--- config.mk ---
export PLATFORM = sky130hd
export DESIGN_NAME = quad_span_rasterizer
export DESIGN_NICKNAME = d
export VERILOG_FILES = /design/src/rtl/qsr_pkg.sv /design/src/rtl/qsr_walker.sv /design/src/rtl/qsr_span_table.sv /design/src/rtl/quad_span_rasterizer.sv
export SDC_FILE = /design/constraint.sdc
export NUM_CORES = 2
export LEC_CHECK = 0
export BUFFER_PORTS_ARGS = -buffer_cell sky130_fd_sc_hd__buf_2
export CORE_ASPECT_RATIO = 0.9
export CORE_MARGIN = 1
export CORE_UTILIZATION = 60
export CTS_BUF_LIST = sky130_fd_sc_hd__clkbuf_4 sky130_fd_sc_hd__clkbuf_8
export CTS_CLUSTER_SIZE = 20
export DETAILED_ROUTE_END_ITERATION = 12
export MAX_ROUTING_LAYER = met4
export PLACE_DENSITY = 0.77
export SLEW_MARGIN = 25
export SYNTH_ARGS = -nofsm -noshare
export SYNTH_HDL_FRONTEND = slang
export SYNTH_HIERARCHICAL = 1
export SYNTH_SLANG_ARGS = --single-unit
--- constraint.sdc ---
create_clock -name clk_i -period 7.4 [get_ports clk_i]
set_input_delay 0.37 -clock clk_i [delete_from_list [all_inputs] [get_ports clk_i]]
set_output_delay 0.37 -clock clk_i [all_outputs]
set_load 0.01 [all_outputs]
--- src/rtl/qsr_pkg.sv ---
package qsr_pkg;

  localparam int XW = 13;
  localparam int YW = 6;
  localparam int COLOR_W = 24;
  localparam int RCW = 7;

  localparam logic [RCW-1:0] ROW_COUNT_RST = 7'd64;

  // corner codes
  localparam logic [1:0] CORNER_A = 2'd0;
  localparam logic [1:0] CORNER_B = 2'd1;
  localparam logic [1:0] CORNER_C = 2'd2;
  localparam logic [1:0] CORNER_D = 2'd3;

  // edge codes, in walk order
  localparam logic [1:0] EDGE_AB = 2'd0;
  localparam logic [1:0] EDGE_CD = 2'd1;
  localparam logic [1:0] EDGE_AC = 2'd2;
  localparam logic [1:0] EDGE_BD = 2'd3;

  typedef struct packed {
    logic [XW-1:0] x;
    logic [YW-1:0] y;
  } point_t;

  typedef struct packed {
    logic          valid;
    logic [YW-1:0] row;
    logic [XW-1:0] x;
  } pix_t;

  typedef struct packed {
    logic clear;
    logic scan_start;
  } tbl_ctrl_t;

  function automatic logic [1:0] edge_start(input logic [1:0] edge_code);
    logic [1:0] c;
    case (edge_code)
      EDGE_AB: c = CORNER_A;
      EDGE_CD: c = CORNER_C;
      EDGE_AC: c = CORNER_A;
      EDGE_BD: c = CORNER_B;
      default: c = CORNER_A;
    endcase
    return c;
  endfunction

  function automatic logic [1:0] edge_end(input logic [1:0] edge_code);
    logic [1:0] c;
    case (edge_code)
      EDGE_AB: c = CORNER_B;
      EDGE_CD: c = CORNER_D;
      EDGE_AC: c = CORNER_C;
      EDGE_BD: c = CORNER_D;
      default: c = CORNER_B;
    endcase
    return c;
  endfunction

endpackage

--- src/rtl/qsr_walker.sv ---
module qsr_walker (
  input  logic                               clk_i,
  input  logic                               rst_ni,
  input  logic                               start_i,
  input  qsr_pkg::point_t [3:0]              corners_i,
  input  logic [qsr_pkg::RCW-1:0]            lim_i,
  output qsr_pkg::pix_t                      pix_o,
  output logic                               busy_o
);

  typedef enum logic [3:0] {
    W_IDLE = 4'b0001,
    W_LOAD = 4'b0010,
    W_PREP = 4'b0100,
    W_STEP = 4'b1000
  } wstate_e;

  wstate_e state_q, state_d;

  qsr_pkg::point_t [3:0]       corner_q, corner_d;
  logic [1:0]                  edge_q, edge_d;
  logic [qsr_pkg::XW-1:0]      cur_x_q, cur_x_d, end_x_q, end_x_d, dx_q, dx_d;
  logic [qsr_pkg::YW-1:0]      cur_y_q, cur_y_d, end_y_q, end_y_d, dy_q, dy_d;
  logic                        sxn_q, sxn_d, syn_q, syn_d, xmaj_q, xmaj_d;
  logic [15:0]                 err_q, err_d, inc_a_q, inc_a_d, inc_b_q, inc_b_d;
  qsr_pkg::pix_t               pix_q, pix_d;

  qsr_pkg::point_t             p_start, p_end;
  logic                        x_lt, y_lt;
  logic [15:0]                 dx2, dy2;
  logic                        step_x, step_y, done;
  logic [qsr_pkg::XW-1:0]      nx;
  logic [qsr_pkg::YW-1:0]      ny;

  always_comb begin
    p_start = corner_q[qsr_pkg::edge_start(edge_q)];
    p_end   = corner_q[qsr_pkg::edge_end(edge_q)];
    x_lt    = p_start.x < p_end.x;
    y_lt    = p_start.y < p_end.y;
    dx2     = {2'b00, dx_q, 1'b0};
    dy2     = {9'd0, dy_q, 1'b0};
    // err sign bit clear means the minor axis steps too
    step_x  = xmaj_q | ~err_q[15];
    step_y  = ~xmaj_q | ~err_q[15];
    done    = xmaj_q ? (cur_x_q == end_x_q) : (cur_y_q == end_y_q);
    nx      = step_x ? (sxn_q ? cur_x_q - 13'd1 : cur_x_q + 13'd1) : cur_x_q;
    ny      = step_y ? (syn_q ? cur_y_q - 6'd1 : cur_y_q + 6'd1) : cur_y_q;

    state_d   = state_q;
    corner_d  = corner_q;
    edge_d    = edge_q;
    cur_x_d   = cur_x_q;
    cur_y_d   = cur_y_q;
    end_x_d   = end_x_q;
    end_y_d   = end_y_q;
    dx_d      = dx_q;
    dy_d      = dy_q;
    sxn_d     = sxn_q;
    syn_d     = syn_q;
    xmaj_d    = xmaj_q;
    err_d     = err_q;
    inc_a_d   = inc_a_q;
    inc_b_d   = inc_b_q;
    pix_d     = pix_q;
    pix_d.valid = 1'b0;

    case (state_q)
      W_IDLE: begin
        if (start_i) begin
          corner_d = corners_i;
          edge_d   = qsr_pkg::EDGE_AB;
          state_d  = W_LOAD;
        end
      end
      W_LOAD: begin
        cur_x_d = p_start.x;
        cur_y_d = p_start.y;
        end_x_d = p_end.x;
        end_y_d = p_end.y;
        sxn_d   = ~x_lt;
        syn_d   = ~y_lt;
        dx_d    = x_lt ? p_end.x - p_start.x : p_start.x - p_end.x;
        dy_d    = y_lt ? p_end.y - p_start.y : p_start.y - p_end.y;
        // start pixel of the edge
        pix_d.valid = ({1'b0, p_start.y} < lim_i);
        pix_d.row   = p_start.y;
        pix_d.x     = p_start.x;
        state_d = W_PREP;
      end
      W_PREP: begin
        xmaj_d = dx_q > {7'd0, dy_q};
        if (dx_q > {7'd0, dy_q}) begin
          err_d   = dy2 - {3'd0, dx_q};
          inc_a_d = dy2;
          inc_b_d = dy2 - dx2;
        end else begin
          err_d   = dx2 - {10'd0, dy_q};
          inc_a_d = dx2;
          inc_b_d = dx2 - dy2;
        end
        state_d = W_STEP;
      end
      W_STEP: begin
        if (done) begin
          if (edge_q == qsr_pkg::EDGE_BD) begin
            state_d = W_IDLE;
          end else begin
            edge_d  = edge_q + 2'd1;
            state_d = W_LOAD;
          end
        end else begin
          cur_x_d = nx;
          cur_y_d = ny;
          err_d   = err_q[15] ? err_q + inc_a_q : err_q + inc_b_q;
          pix_d.valid = ({1'b0, ny} < lim_i);
          pix_d.row   = ny;
          pix_d.x     = nx;
        end
      end
      default: begin
        state_d = W_IDLE;
      end
    endcase
  end

  always_ff @(posedge clk_i or negedge rst_ni) begin
    if (!rst_ni) begin
      state_q <= W_IDLE;
      pix_q   <= '0;
    end else begin
      state_q <= state_d;
      pix_q   <= pix_d;
    end
  end

  always_ff @(posedge clk_i) begin
    corner_q <= corner_d;
    edge_q   <= edge_d;
    cur_x_q  <= cur_x_d;
    cur_y_q  <= cur_y_d;
    end_x_q  <= end_x_d;
    end_y_q  <= end_y_d;
    dx_q     <= dx_d;
    dy_q     <= dy_d;
    sxn_q    <= sxn_d;
    syn_q    <= syn_d;
    xmaj_q   <= xmaj_d;
    err_q    <= err_d;
    inc_a_q  <= inc_a_d;
    inc_b_q  <= inc_b_d;
  end

  assign pix_o  = pix_q;
  assign busy_o = (state_q != W_IDLE) | pix_q.valid;

`ifndef SYNTH
  a_pix_in_range: assert property (@(posedge clk_i) disable iff (!rst_ni)
    pix_q.valid |-> ({1'b0, pix_q.row} < lim_i))
    else $error("clipped pixel passed to span table");
`endif

endmodule

--- src/rtl/qsr_span_table.sv ---
module qsr_span_table #(
  parameter int ROWS = 64
) (
  input  logic                          clk_i,
  input  logic                          rst_ni,
  input  qsr_pkg::tbl_ctrl_t            ctrl_i,
  input  qsr_pkg::pix_t                 pix_i,
  input  logic [qsr_pkg::COLOR_W-1:0]   color_i,
  output logic                          busy_o,
  output logic                          m_axis_tvalid,
  input  logic                          m_axis_tready,
  output logic [55:0]                   m_axis_tdata,
  output logic                          m_axis_tlast
);

  localparam int AW = (ROWS > 1) ? $clog2(ROWS) : 1;
  localparam int CW = $clog2(ROWS + 1);

  typedef struct packed {
    logic [qsr_pkg::XW-1:0] right;
    logic [qsr_pkg::XW-1:0] left;
  } entry_t;

  entry_t                  mem_q [ROWS];
  entry_t                  rdata_q;
  logic                    rd_en;
  logic [AW-1:0]           rd_addr;

  qsr_pkg::pix_t           p1_q;
  logic [AW-1:0]           p1_row;
  logic                    wr_valid_q;
  logic [AW-1:0]           wr_row_q;
  entry_t                  wr_data_q;
  entry_t                  base, merged;

  logic [ROWS-1:0]         touched_q, above;
  logic                    scan_active_q;
  logic [CW-1:0]           scan_q;
  logic                    scan_end, scan_hit, scan_last, issue, e1_take;

  logic                    e1_valid_q, e1_last_q;
  logic [AW-1:0]           e1_row_q;

  logic                    out_valid_q, out_last_q, out_free;
  logic [55:0]             out_data_q;

  // read-modify-write of one row, forwarding the write of the previous cycle
  always_comb begin
    p1_row = p1_q.row[AW-1:0];
    base   = (wr_valid_q && (wr_row_q == p1_row)) ? wr_data_q : rdata_q;
    if (touched_q[p1_row]) begin
      merged.left  = (p1_q.x < base.left) ? p1_q.x : base.left;
      merged.right = (p1_q.x > base.right) ? p1_q.x : base.right;
    end else begin
      merged.left  = p1_q.x;
      merged.right = p1_q.x;
    end
  end

  always_comb begin
    for (int i = 0; i < ROWS; i++) begin
      above[i] = CW'(i) > scan_q;
    end
    scan_end  = (scan_q == CW'(ROWS));
    scan_hit  = !scan_end && touched_q[scan_q[AW-1:0]];
    scan_last = ~|(touched_q & above);
    out_free  = !out_valid_q || m_axis_tready;
    e1_take   = !e1_valid_q || out_free;
    issue     = scan_active_q && scan_hit && e1_take;
    rd_en     = issue || pix_i.valid;
    rd_addr   = scan_active_q ? scan_q[AW-1:0] : pix_i.row[AW-1:0];
  end

  always_ff @(posedge clk_i) begin
    if (p1_q.valid) begin
      mem_q[p1_row] <= merged;
    end
  end

  always_ff @(posedge clk_i) begin
    if (rd_en) begin
      rdata_q <= mem_q[rd_addr];
    end
  end

  always_ff @(posedge clk_i or negedge rst_ni) begin
    if (!rst_ni) begin
      p1_q          <= '0;
      wr_valid_q    <= 1'b0;
      touched_q     <= '0;
      scan_active_q <= 1'b0;
      scan_q        <= '0;
      e1_valid_q    <= 1'b0;
      out_valid_q   <= 1'b0;
    end else begin
      p1_q       <= pix_i;
      wr_valid_q <= p1_q.valid;
      if (ctrl_i.clear) begin
        touched_q <= '0;
      end else if (p1_q.valid) begin
        touched_q[p1_row] <= 1'b1;
      end
      if (ctrl_i.scan_start) begin
        scan_active_q <= 1'b1;
        scan_q        <= '0;
      end else if (scan_active_q) begin
        if (scan_end) begin
          scan_active_q <= 1'b0;
        end else if (!scan_hit || e1_take) begin
          scan_q <= scan_q + CW'(1);
        end
      end
      if (e1_take) begin
        e1_valid_q <= issue;
      end
      if (out_free) begin
        out_valid_q <= e1_valid_q;
      end
    end
  end

  always_ff @(posedge clk_i) begin
    wr_row_q  <= p1_row;
    wr_data_q <= merged;
    if (issue) begin
      e1_row_q  <= scan_q[AW-1:0];
      e1_last_q <= scan_last;
    end
    if (out_free && e1_valid_q) begin
      out_data_q <= {color_i, rdata_q.right, rdata_q.left, qsr_pkg::YW'(e1_row_q)};
      out_last_q <= e1_last_q;
    end
  end

  assign busy_o        = p1_q.valid | scan_active_q | e1_valid_q;
  assign m_axis_tvalid = out_valid_q;
  assign m_axis_tdata  = out_data_q;
  assign m_axis_tlast  = out_last_q;

`ifndef SYNTH
  a_written_row_touched: assert property (@(posedge clk_i) disable iff (!rst_ni)
    wr_valid_q |-> touched_q[wr_row_q])
    else $error("row written without its touched bit");

  a_walk_scan_apart: assert property (@(posedge clk_i) disable iff (!rst_ni)
    (e1_valid_q || scan_active_q) |-> !p1_q.valid)
    else $error("edge walk overlaps span readout");
`endif

endmodule

--- src/rtl/quad_span_rasterizer.sv ---
// quad span rasterizer
//
// input stream: one quad per transfer (four corners and a fill color).
// edges a-b, c-d, a-c and b-d are walked one pixel per cycle; each pixel
// widens the least/greatest x of its row in a row table memory
// (read-modify-write with forwarding of the previous write).
// output stream: one span per touched row, rows in increasing order,
// tlast on the final span of the quad. a quad that touches no row
// (all pixels clipped) produces no transfer.
// config: cfg_we_i writes row_count; rows at or above min(row_count, ROWS)
// are clipped. write it only while the block is idle.
// sequence: each edge is loaded and set up, then walked to its end along its
// longer axis; then the table write stage drains and the rows are scanned, at
// most one table read per cycle, paused while the output stalls.
// s_axis_tready is high only between quads; the last span may still wait in
// the output register while the next quad is taken.
// reset: row_count returns to 64, all pipelines empty, no span pending.
// receiver stall: the output register holds its span and the row scan
// waits; nothing is dropped.
module quad_span_rasterizer #(
  parameter int ROWS = 64
) (
  input  logic                    clk_i,
  input  logic                    rst_ni,
  // row_count register write
  input  logic                    cfg_we_i,
  input  logic [6:0]              cfg_wdata_i,
  // quad input
  input  logic                    s_axis_tvalid,
  output logic                    s_axis_tready,
  // fields from bit 0: corner_a_x, corner_a_y, corner_b_x, corner_b_y,
  // corner_c_x, corner_c_y, corner_d_x, corner_d_y, fill_color, zero pad
  input  logic [103:0]            s_axis_tdata,
  // span output
  output logic                    m_axis_tvalid,
  input  logic                    m_axis_tready,
  // fields from bit 0: span_row, span_left, span_right, span_color
  output logic [55:0]             m_axis_tdata,
  // last_span
  output logic                    m_axis_tlast
);

  typedef enum logic [2:0] {
    T_IDLE = 3'b001,
    T_WALK = 3'b010,
    T_EMIT = 3'b100
  } tstate_e;

  tstate_e state_q, state_d;

  logic [qsr_pkg::RCW-1:0]      row_count_q, lim;
  logic [qsr_pkg::COLOR_W-1:0]  color_q;
  qsr_pkg::point_t [3:0]        corners;
  qsr_pkg::pix_t                pix;
  qsr_pkg::tbl_ctrl_t           tbl_ctrl;
  logic                         accept, walk_busy, tbl_busy, walk_done;

  // unpack corners from the input transfer
  always_comb begin
    corners[qsr_pkg::CORNER_A].x = s_axis_tdata[12:0];
    corners[qsr_pkg::CORNER_A].y = s_axis_tdata[18:13];
    corners[qsr_pkg::CORNER_B].x = s_axis_tdata[31:19];
    corners[qsr_pkg::CORNER_B].y = s_axis_tdata[37:32];
    corners[qsr_pkg::CORNER_C].x = s_axis_tdata[50:38];
    corners[qsr_pkg::CORNER_C].y = s_axis_tdata[56:51];
    corners[qsr_pkg::CORNER_D].x = s_axis_tdata[69:57];
    corners[qsr_pkg::CORNER_D].y = s_axis_tdata[75:70];
  end

  // effective row limit, capped to the table depth
  assign lim = (row_count_q > qsr_pkg::RCW'(ROWS)) ? qsr_pkg::RCW'(ROWS) : row_count_q;

  assign s_axis_tready = (state_q == T_IDLE);
  assign accept        = s_axis_tvalid && s_axis_tready;
  // walk finished once walker and table write stage have drained
  assign walk_done     = !walk_busy && !tbl_busy;

  always_comb begin
    state_d             = state_q;
    tbl_ctrl.clear      = accept;
    tbl_ctrl.scan_start = 1'b0;
    case (state_q)
      T_IDLE: begin
        if (accept) begin
          state_d = T_WALK;
        end
      end
      T_WALK: begin
        if (walk_done) begin
          tbl_ctrl.scan_start = 1'b1;
          state_d             = T_EMIT;
        end
      end
      T_EMIT: begin
        if (!tbl_busy) begin
          state_d = T_IDLE;
        end
      end
      default: begin
        state_d = T_IDLE;
      end
    endcase
  end

  always_ff @(posedge clk_i or negedge rst_ni) begin
    if (!rst_ni) begin
      state_q     <= T_IDLE;
      row_count_q <= qsr_pkg::ROW_COUNT_RST;
    end else begin
      state_q <= state_d;
      if (cfg_we_i) begin
        row_count_q <= cfg_wdata_i;
      end
    end
  end

  always_ff @(posedge clk_i) begin
    if (accept) begin
      color_q <= s_axis_tdata[99:76];
    end
  end

  qsr_walker u_walker (
    .clk_i     (clk_i),
    .rst_ni    (rst_ni),
    .start_i   (accept),
    .corners_i (corners),
    .lim_i     (lim),
    .pix_o     (pix),
    .busy_o    (walk_busy)
  );

  qsr_span_table #(
    .ROWS (ROWS)
  ) u_table (
    .clk_i         (clk_i),
    .rst_ni        (rst_ni),
    .ctrl_i        (tbl_ctrl),
    .pix_i         (pix),
    .color_i       (color_q),
    .busy_o        (tbl_busy),
    .m_axis_tvalid (m_axis_tvalid),
    .m_axis_tready (m_axis_tready),
    .m_axis_tdata  (m_axis_tdata),
    .m_axis_tlast  (m_axis_tlast)
  );

`ifndef SYNTH
  a_idle_is_quiet: assert property (@(posedge clk_i) disable iff (!rst_ni)
    (state_q == T_IDLE) |-> (!walk_busy && !tbl_busy))
    else $error("quad accepted while previous one still in flight");

  a_accept_starts_walk: assert property (@(posedge clk_i) disable iff (!rst_ni)
    accept |=> walk_busy)
    else $error("edge walker did not start after quad transfer");
`endif

endmodule

# Yosys cells after proc, flatten, opt, wreduce, memory -nomap -nowiden
# Memory sizes are Yosys's and may differ from the RTL's. A register that Yosys moved wholly into a read port is not among the register bits.
# Index checks and enable logic that the tools add are counted.
[totals] wordCells=271 rom_bits=0 latch_bits=0 mem_count=1 in_bits=116 output_inout_bits=59 reg_bits=435 ramBits=1664
[op_classes] n_eq_ne=23 n_shift=0 order_cmp=77 add_sub_neg=16 bitwise=11 n_reduce_logical=36 n_mul=0 n_div=0 muxes=62
[mem_list] memory="u_table.mem_q" depth=64 word_bits=26 read_ports=1 rd_clocked_by_memory_dff=1 write_ports=1 line_no="qsr_span_table.sv:24" rtl="entry_t mem_q [ROWS];"
[op_table] op="6-bit by 7-bit greater-than comparator with 1-bit output, first input constant" count=32
[op_table] op="64-bit 2-to-1 mux" count=2
[op_table] op="5-bit by 7-bit greater-than comparator with 1-bit output, first input constant" count=16
[op_table] op="13-bit 2-to-1 mux" count=6
[op_table] op="19-bit binary-select mux with 2-bit select" count=2
[op_table] op="64-bit bitwise AND" count=1
[op_table] op="16-bit 2-to-1 mux" count=4
[op_table] op="64-bit OR" count=1
[op_table] op="64-bit OR reduction" count=1
[op_table] op="4-bit by 7-bit greater-than comparator with 1-bit output, first input constant" count=8
[op_table] op="26-bit 2-to-1 mux" count=2
[op_table] op="7-bit 2-to-1 mux" count=6
[op_table] op="20-bit one-hot mux with 2 select lines" count=1
[op_table] op="19-bit 2-to-1 mux" count=2
[op_table] op="16-bit adder" count=2
[op_table] op="16-bit one-hot mux with 2 select lines" count=1
[op_table] op="6-bit 2-to-1 mux" count=5
[op_table] op="3-bit by 7-bit greater-than comparator with 1-bit output, first input constant" count=4
[op_table] op="13-bit less-than comparator" count=2
[op_table] op="13-bit one-hot mux with 2 select lines" count=1
[op_table] op="13-bit subtractor" count=2
[op_table] op="20-bit 2-to-1 mux" count=1
[op_table] op="4-bit one-hot mux with 4 select lines" count=1
[op_table] op="14-bit by 6-bit subtractor with 15-bit output" count=1
[op_table] op="other kinds (56)" count=121

# Longest topological paths before layout
[logic_depth] depth_word=9 depth_mapped=16 mapped_depth_nobuf=13

# By module
# Netlist, hierarchy kept.
[by_module_without_submodules] mod="qsr_span_table" n_inst=1 seq_area_each_um2=55688.4 cells_per_inst=3878 area_each_um2=74044.8
[by_module_without_submodules] mod="qsr_walker" n_inst=1 seq_area_each_um2=6007.0 cells_per_inst=1137 area_each_um2=13018.7
[by_module_without_submodules] mod="quad_span_rasterizer" n_inst=1 seq_area_each_um2=973.4 cells_per_inst=63 area_each_um2=1176.1

# Worst setup path before layout
# OpenSTA, ideal clock, no wires.
[synth_timing] path_kind="reg2reg" start="reg u_table.p1_q, in the netlist u_table/p1_row[0]" end="mem u_table/mem_q[0][25] (netlist bit), data pin" arrival_time_ns=5.616 path_slack_ns=1.056 required_time_ns=6.672 path_buffers=4 synth_period_minus_slack_ns=6.344 setup_ns=0.728 path_stages_with_launch=15 cell_sequence="dfrtp_1 buf_6 buf_8 xor2_1 nor4_1 buf_2 buf_2 mux2i_1 ha_1 a21o_1 a21o_1 a221o_1 nand2_1 o211ai_1 o31ai_1"
[synth_rtl] element="start, declared" line_no="qsr_span_table.sv:29" rtl="qsr_pkg::pix_t p1_q;"
[synth_rtl] element="start signal, assigned" line_no="qsr_span_table.sv:96" rtl="p1_q <= pix_i;"
[synth_rtl] element="end, declared" line_no="qsr_span_table.sv:24"

==> results.yml <==
synth:
  async_flop_share_pct: 6.09
  synth_ff_type: "edfxtp_1"
  netlist_instances: 5078
  synth_area_leaders: "edfxtp_1 (67%), mux4_2 (12%), dfrtp_1 (3.6%), nand2_1 (2.0%), ha_1 (1.9%)"
  synth_cell_type_count: 93
  yosysTopAreaCellShare_pct: 66.6
  synthTopCellsByCount: "edfxtp_1 (1958), mux4_2 (477), nand2_1 (473)"
  yosysSeqAreaShare_pct: 71.0
  synth-warning-count: 6
  synth.most_common_cell: "edfxtp_1"
  syn_avg_cell_area_um2: 17.4
  netlist_area_um2: 88200
  ys_ff_latch: 2119
  yosysTopAreaCell: "edfxtp_1"
  synth_edf_count: 1958
power:
  power_density_nw_per_um2: 439
  leakage_nw: 34.5
  ir_drop_v: 0.000415
clock_tree:
  clk_latency_ns: 1.04
  clock_path_buffers: 4
  cts_made_buffers: 334
  postCtsSetupBuffers: 0
  clockRootBuffer: "clkbuf_8"
  clock_sink_count: 2119
  cts_max_level: 5
  clkSlewWorstSetupHoldPaths_ns: 0.07
  cts_tree: "done"
floorplan:
  dieArea_um2: 149000
  rows: 133
  fp.dieH_um: 366
  die_w_um: 406
  ios: 175
  core_area_um2: 146000
  initial_utilization_pct: 60.5
placed_design:
  globalplace.congestion: 0.928
  dpl.hpwl_um: 137000
  pre_cts_slack_ns: 1.57
  io_buffers: 170
  dp.cells: 7102
worst_hold_path:
  hold_class: "in2reg"
  min_path_cells: 2
sta:
  finalSetupViolations: 0
  period_minus_slack_ns: 5.97
  fin_crit_sh_pct: 80.7
  setup_tns_ns: 0
  max_slew_margin_pct: 25.5
  setup_slack_ns: 1.43
  hold_viol_final: 0
  clock_skew_ns: 0.0959
  fmax_ghz: 0.168
  hold-worst-slack_ns: 0.0700
  tightest_slew_ns: 1.11
  drv_slew: 0
  rsz0062_at_grt: "false"
finish:
  final_nets: 5885
  final_util_pct: 69.0
  syn2layout_area_growth_pct: 14.1
  layout-drive-gt1-share_pct: 24.9
  instances_no_fill: 7823
route:
  dr.first_iter.drc_count: 7281
  vias: 51242
  antenna_left: 0
  first_pass_iters: 8
  via_per_inst: 6.55
  wire_per_inst_um: 29.6
  drt-total-wl_um: 232000
  post-route-drc-count: 0
global_route:
  grt_pass1_wl_um: 337000
  grt_pass1_vias: 50986
  antenna_found_initial: 5
  grtUsageTotal_pct: 32.5
  grt.overflow.total: 0
  grt_max_degree: 131
run:
  drv_cap: 0
worst_setup_path:
  crit_path_start_kind: "flop"
  crit_path_max_fanout: 48
  critPathRequiredTime_ns: 8.09
  critPathArrivalTime_ns: 6.66
  reg2reg_depth: 14
  worstSetupPathType: "reg2reg"
  end_kind: "flop"
status:
  status: "completed"
through the flow:
step,total power (W),area (µm²)
after floorplan,0.0283,88300
after global placement,0.0340,92400
after detailed placement,0.0345,92900
after CTS,0.0440,101000
after global routing,0.0458,101000
final,0.0442,101000
cells by family after synthesis:
logic type	count (synthesis)	synth area share (%)
buffers and inverters	383	1.88
adder cells (fa/ha/maj)	143	2.12
other	1	0.00425
flip-flops	2119	71.0
XOR/XNOR	85	0.844
AND/OR/NAND/NOR	1085	5.56
AO/OA/AOI/OAI	670	5.01
multiplexers	592	13.6
where the power goes:
group	internal, W	leakage, nW	total (W)	switching [W]
Sequential	0.0168	19.8	0.0174	0.000637
Clock	0.00508	3.30	0.00955	0.00448
Combinational	0.00600	11.4	0.0172	0.0112
state kept, by name (all words and copies together) (netlist names), 14 cells and up:
| signal | count |
|---|---|
| u_table/touched_q | 64 |
| u_table/m_axis_tdata | 56 |
| u_table/mem_q | 1664 |
| u_table/wr_data_q | 26 |
| u_table/rdata_q | 26 |
| u_walker/pix_o | 20 |
| u_walker/err_q | 15 |
| u_table/p1_q | 14 |
| u_walker/corner_q | 76 |
| color_q | 24 |
| u_walker/inc_b_q | 14 |
metal layers:
layer  GRT usage (%)  wire [µm]  vias up
met3            8.22      30500      520
met1            45.0      86100    25997
li1                -          -    21282
met2            47.2     107000     3443
met4            12.0       8700        0
met5               -          0        -
worst paths after layout:
| check | start | endpoint | slack, ns |
|---|---|---|---|
| max in group asynchronous | rst_ni | u_table/touched_q[14] | 6.06 |
| worst max register to register | u_table/p1_row[2] | u_table/mem_q[6][10] | 1.43 |
| worst min-delay path | s_axis_tdata[88] | color_q[12] | 0.07 |
| worst min register to register | u_walker/pix_o[7] | u_table/p1_q[7] | 0.38 |
| worst max-delay path | u_table/p1_row[2] | u_table/mem_q[6][10] | 1.43 |
| min in group asynchronous | rst_ni | u_walker/state_q[0] | 0.53 |
worst max-delay path, stage by stage (launching register included):
cell and delay (ns):
dfrtp_1 0.94, xnor2_1 0.21, nand4_1 0.14, nor4_2 0.44, buf_4 0.54, mux2i_1 0.40
ha_1 0.32, a21o_1 0.16, a21o_1 0.16, a21oi_1 0.15, o21ai_0 0.17, o21bai_4 0.35
buf_4 0.40, mux2i_4 0.62, buf_4 0.58
cells in the final DEF, fill, tap and decap left out, types with 33 or more instances in the layout:
master | netlist | layout
nor2_1 | 269 | 203
mux2i_1 | 77 | 50
dlygate4sd3_1 | 0 | 141
and2_1 | 65 | 64
xnor2_1 | 54 | 54
o22ai_1 | 39 | 39
edfxtp_1 | 1958 | 1958
a211oi_1 | 77 | 77
nand2_1 | 473 | 473
clkinv_2 | 0 | 33
inv_1 | 115 | 114
ha_1 | 132 | 132
buf_4 | 8 | 124
nand3_1 | 82 | 82
clkbuf_8 | 0 | 356
buf_2 | 75 | 169
nor2_4 | 0 | 52
clkbuf_4 | 0 | 81
mux4_2 | 477 | 477
dfrtp_1 | 126 | 125
nor2b_1 | 34 | 34
a21oi_1 | 103 | 103
clkinv_1 | 0 | 83
a31oi_1 | 67 | 67
o21ai_0 | 145 | 145
what timing repair did:
item	4_1_cts	5_1_grt
gates resized for setup	0	0
hold buffers	142	0
endpoints found under the hold margin	162	0
layout make-up:
class                           instances  area (µm²)
Sequential cell                      2119       62700
Fill cell                            9005       45200
Multi-Input combinational cell       2582       24800
Clock buffer                          437        5510
Timing Repair Buffer                  473        4090
Tap cell                             1957        2450
Clock inverter                        136         787
Inverter                              116         435
Antenna cell                            3        7.51
(Power assumes the default switching activity.)
